`src/sv/ksat_pkg.sv`:
```
// ----------------------------------------------------------------------------
// ksat_pkg: shared types and constants
// Slot count, flush limit, result kinds, opcodes and the structs that pass
// between the slot cells and the table controller.
// ----------------------------------------------------------------------------
package ksat_pkg;

  localparam int SLOTS       = 16;
  localparam int MAX_RESULTS = 16;
  localparam int FLUSH_CNT_W = $clog2(MAX_RESULTS);

  localparam logic signed [63:0] S64_HIGHEST = 64'sh7FFF_FFFF_FFFF_FFFF;
  localparam logic signed [63:0] S64_LOWEST  = 64'sh8000_0000_0000_0000;

  localparam logic OP_REPORT = 1'b0;
  localparam logic OP_FLUSH  = 1'b1;

  localparam logic [2:0] KIND_ACCEPTED  = 3'd0;
  localparam logic [2:0] KIND_POOL_FULL = 3'd1;
  localparam logic [2:0] KIND_AGGREGATE = 3'd2;
  localparam logic [2:0] KIND_PASSTHRU  = 3'd3;
  localparam logic [2:0] KIND_EMPTY     = 3'd4;

  // commands from the controller to every cell
  typedef struct packed {
    logic               match_en;
    logic               upd_en;
    logic               claim;
    logic               flush_clr;
    logic [63:0]        key;
    logic signed [63:0] value;
  } cell_ctrl_t;

  // priority signals rippling from cell to cell
  typedef struct packed {
    logic free_seen;
    logic idle_seen;
    logic fl_seen;
  } chain_t;

  typedef struct packed {
    logic hit;
    logic first_free;
    logic first_idle;
    logic pick;
    logic more;
  } cell_stat_t;

  typedef struct packed {
    logic [63:0]        key;
    logic [31:0]        count;
    logic signed [63:0] sum;
    logic signed [63:0] min;
    logic signed [63:0] max;
    logic               ovf;
  } slot_rec_t;

  typedef struct packed {
    logic [2:0]         kind;
    logic [63:0]        out_key;
    logic [31:0]        sample_count;
    logic signed [63:0] total;
    logic signed [63:0] smallest;
    logic signed [63:0] largest;
    logic               overflowed;
    logic [63:0]        sequence_res;
    logic [63:0]        stamp_out;
    logic               last;
  } out_t;

endpackage

```
`src/sv/ksat_cell.sv`:
```
// ----------------------------------------------------------------------------
// ksat_cell: one aggregation slot
// Holds key, count, sum, min, max and overflow of one series, compares its
// key, and takes part in the priority chain for claiming and flushing.
// ----------------------------------------------------------------------------
module ksat_cell (
  input  logic                   clk,
  input  logic                   rst_n,
  input  ksat_pkg::cell_ctrl_t   ctrl,
  input  logic                   sel,
  input  ksat_pkg::chain_t       chain_in,
  output ksat_pkg::chain_t       chain_out,
  output ksat_pkg::cell_stat_t   stat,
  output ksat_pkg::slot_rec_t    rec
);

  logic               active_r, active_nxt;
  logic [63:0]        key_r;
  logic [31:0]        cnt_r;
  logic signed [63:0] sum_r;
  logic signed [63:0] min_r;
  logic signed [63:0] max_r;
  logic               ovf_r;
  logic               hit_r, free_r, idle_r;

  logic               nonempty;
  logic signed [63:0] sum_add;
  logic               ovf_add;

  assign nonempty = active_r && (cnt_r != 32'd0);
  assign sum_add  = sum_r + ctrl.value;
  // same operand signs, result sign differs
  assign ovf_add  = (sum_r[63] == ctrl.value[63]) && (sum_add[63] != ctrl.value[63]);

  assign chain_out.free_seen = chain_in.free_seen | free_r;
  assign chain_out.idle_seen = chain_in.idle_seen | idle_r;
  assign chain_out.fl_seen   = chain_in.fl_seen | nonempty;

  assign stat.hit        = hit_r;
  assign stat.first_free = free_r & ~chain_in.free_seen;
  assign stat.first_idle = idle_r & ~chain_in.idle_seen;
  assign stat.pick       = nonempty & ~chain_in.fl_seen;
  assign stat.more       = nonempty & chain_in.fl_seen;

  // masked so the controller can or the records together
  assign rec.key   = stat.pick ? key_r : 64'd0;
  assign rec.count = stat.pick ? cnt_r : 32'd0;
  assign rec.sum   = stat.pick ? sum_r : 64'sd0;
  assign rec.min   = stat.pick ? min_r : 64'sd0;
  assign rec.max   = stat.pick ? max_r : 64'sd0;
  assign rec.ovf   = stat.pick & ovf_r;

  always_comb begin
    active_nxt = active_r;
    if (ctrl.upd_en && sel && ctrl.claim) begin
      active_nxt = 1'b1;
    end
  end

  always_ff @(posedge clk) begin
    if (!rst_n) begin
      active_r <= 1'b0;
      hit_r    <= 1'b0;
      free_r   <= 1'b0;
      idle_r   <= 1'b0;
    end else begin
      active_r <= active_nxt;
      if (ctrl.match_en) begin
        hit_r  <= active_r && (key_r == ctrl.key);
        free_r <= ~active_r;
        idle_r <= active_r && (cnt_r == 32'd0);
      end
    end
  end

  always_ff @(posedge clk) begin
    if (ctrl.upd_en && sel) begin
      if (ctrl.claim) begin
        // fresh slot: clear then add one sample
        key_r <= ctrl.key;
        cnt_r <= 32'd1;
        sum_r <= ctrl.value;
        min_r <= ctrl.value;
        max_r <= ctrl.value;
        ovf_r <= 1'b0;
      end else begin
        if (cnt_r != 32'hFFFF_FFFF) begin
          cnt_r <= cnt_r + 32'd1;
        end
        sum_r <= sum_add;
        ovf_r <= ovf_r | ovf_add;
        if (ctrl.value < min_r) begin
          min_r <= ctrl.value;
        end
        if (ctrl.value > max_r) begin
          max_r <= ctrl.value;
        end
      end
    end else if (ctrl.flush_clr && stat.pick) begin
      cnt_r <= 32'd0;
      sum_r <= 64'sd0;
      min_r <= ksat_pkg::S64_HIGHEST;
      max_r <= ksat_pkg::S64_LOWEST;
      ovf_r <= 1'b0;
    end
  end

endmodule

```
`config.mk`:
```
export PLATFORM = sky130hd
export DESIGN_NAME = ksat_cell
export DESIGN_NICKNAME = d
export VERILOG_FILES = /design/src/sv/ksat_pkg.sv /design/src/sv/ksat_cell.sv
export SDC_FILE = /design/constraint.sdc
export NUM_CORES = 1
export LEC_CHECK = 0
export BUFFER_PORTS_ARGS = -buffer_cell sky130_fd_sc_hd__buf_4
export CORE_ASPECT_RATIO = 2
export CORE_MARGIN = 4
export CORE_UTILIZATION = 57
export DETAILED_ROUTE_END_ITERATION = 10
export GPL_TIMING_DRIVEN = 0
export HOLD_SLACK_MARGIN = 0.1
export PLACE_DENSITY = 0.84
export SYNTH_ARGS = -nofsm -noshare
export SYNTH_HDL_FRONTEND = slang
export SYNTH_SLANG_ARGS = --single-unit
```
`constraint.sdc`:
```
create_clock -name clk -period 9 [get_ports clk]
set_clock_uncertainty 0.05 [all_clocks]
set_input_delay 0.9 -clock clk [delete_from_list [all_inputs] [get_ports clk]]
set_output_delay 0.9 -clock clk [all_outputs]
set_load 0.01 [all_outputs]
```
==> flow_summary.ini <==
[grt]
grt_max_degree = 71
grt_use_total = 0.375
antenna_found_initial = 1
grt_pass1_vias = 20111
grt_pass1_wl_um = 115000
gr-total-overflow = 0

[sta]
rsz0062_at_grt = false
hold_violations = 0
holdWs_ps = 475
slew_headroom = 0.103
clock.fmax_mhz = 181
setup_viol = 0
final_max_slew_viol_count = 0
post-route-period-util = 0.615
worst_pin_slew_ps = 1350
finalCriticalPeriod_ps = 5540

[place]
hpwl_um = 62700
gp_congestion = 1.00
portBuffers = 430
post-place-cells = 3137

[floorplanning]
core_mm2 = 0.0365
start_util = 0.577
io_pins = 435
die_h_um = 280
die_area_mm2 = 0.0403
placementRows = 99
die_w_um = 144

[routing]
drt_iter0_drc = 1132
drt-total-wl_um = 78000
wl_per_cell_um = 24.5
route.vias.total = 19679
dr.pass1.iters = 5
drc = 0
ant_nets = 0
vias_per_cell = 6.17

[cts]
cts_setup_buffers = 0
cts_resized = 0
ctsHoldBuffers = 0
clk_latency_ps = 570
max-clock-path-buffers = 3
htree_levels = 1
cts_tree = done
cts_root_buf = clkbuf_16
cts_buffers = 28
clock_sinks = 293
path_clk_slew_ps = 70

[worst_setup_path]
path_max_fanout = 10
cp.required_ps = 8050
crit_path_end_kind = primary output
path_class = reg2out
start_kind = register
cp.arrival_ps = 4590

[logic_synthesis]
syn_nets = 2575
syn_inst = 2244
synthFlopType = edfxtp_1
syn-cell-area_mm2 = 0.0211
synth_area_leader_cell = edfxtp_1
async_flop_share = 0
post_synth_num_cell_types = 72
synth-seq-cells = 293
ys_seq_area_frac = 0.415
synthTopCellsByArea = edfxtp_1 41%, ha_1 11%, and2_1 4.5%
yosys_warnings = 0
synth_top_cell_area_share = 0.412
syn_avg_cell_area_um2 = 9.39
synth_edf_count = 289

[power]
cellLeakagePower_nw = 11.6
ir_drop_v = 0.000156
p_per_area_mw_per_mm2 = 140

[final_layout]
fillers = 2847
multi_input_area_mm2 = 0.0112
num-nets-final = 3044
layout.cells.non_filler = 3191
syn_to_final_growth_pct = 23.3
drive_gt1_frac = 0.189
regArea_mm2 = 0.00876

[hold_path]
hold_path.class = in2reg

[flow_run]
drv_cap = 0

[run_status]
status = complete, no violations
-- cell type report --
cell class,count,share of cell area
inverter,171,0.0248
antenna,2,0.000193
clock inverter,15,0.00491
buffer,126,0.0193
sequential,293,0.337
multi-input combinational,1654,0.432
timing repair buffer,439,0.131
tap,454,0.0219
clock buffer,37,0.0291
-- flip-flops by register name (all words and copies together) (netlist names) --
signal,count
sum_r,64
min_r,64
key_r,64
cnt_r,32
free_r,1
idle_r,1
active_r,1
hit_r,1
ovf_r,1
max_r,64
-- routing by layer --
metal | share of wire | global-route usage | routed length [um] | up-vias
li1 | - | - | - | 9004
met1 | 0.31 | 0.357 | 24000 | 9314
met2 | 0.52 | 0.678 | 40400 | 998
met3 | 0.067 | 0.0527 | 5240 | 363
met4 | 0.11 | 0.331 | 8470 | 0
met5 | 0 | 0 | 0 | -
-- through the flow --
stage	power [mW]	util	TNS [ps]	worst slack [ps]	area, um^2
floorplan	2.13	-	0	1130	21100
global placement	2.44	0.681	-210530	-2750	24900
detailed placement	2.46	0.687	0	3870	25100
CTS	3.63	0.711	0	3550	26000
global route	3.77	0.711	0	3430	26000
finish	3.63	0.711	0	3460	26000
-- worst max-delay path, stage by stage, from the launching register on --
cell	delay, ps
edfxtp_1	430
inv_1	170
ha_1	240
nor4b_1	330
nand4_1	220
o21ai_2	540
buf_8	240
clkbuf_1	850
clkbuf_1	620
nor3_1	170
buf_4	200
-- report_power, final --
group	switching (mW)	internal, mW	total, mW
registers	0.0374	1.58	1.61
logic	0.521	0.320	0.841
clock network	0.529	0.648	1.18
-- layout by cell type (no fill, tap or decap), types with 89 or more instances in the layout --
master	instances
edfxtp_1	289
a21oi_1	154
nor3_1	158
nor2_1	134
nand2_1	113
buf_4	431
inv_1	170
clkbuf_1	119
ha_1	192
a21o_1	89
and2_1	151
-- synth_stat cells (5+ instances only) --
library cell and count:
nor4_1 25, nand3_1 34, mux2i_1 7, a21oi_1 154, inv_1 171, o22ai_1 7
clkbuf_1 112, and4_1 5, o21ai_0 54, or3_1 6, nor3_1 158, nand4_1 72
o21a_1 12, and2_1 151, and3_1 77, edfxtp_1 289, o21ai_1 26, o2bb2ai_1 5
a31oi_1 10, o211ai_1 16, nor2_1 134, o21bai_1 17, ha_1 192, buf_2 10
xnor2_1 67, nand2b_1 68, nand2_1 113, a21o_1 89, o31ai_1 5, xor2_1 66
nor2b_1 13, a211oi_1 9
-- cell families after synthesis --
group,Yosys count,synth area share
DFF,293,0.415
AOI/OAI and AO/OA,452,0.139
muxes,7,0.00332
and+or+nand+nor,869,0.219
adders and majority gates,193,0.115
xor gates and xnor gates,133,0.0553
buffers and inverters,297,0.0540
-- path summary, 6_finish.rpt --
check	startpoint	to	slack [ps]	cells after the start
hold reg to reg	idle_r	idle_r	480	2
setup reg to reg	cnt_r[0]	sum_r[14]	3950	10
setup / recovery	cnt_r[0]	rec[127]	3460	10
hold / removal	ctrl[116]	key_r[52]	470	1
No activity file was read; power rests on OpenSTA's default activity.
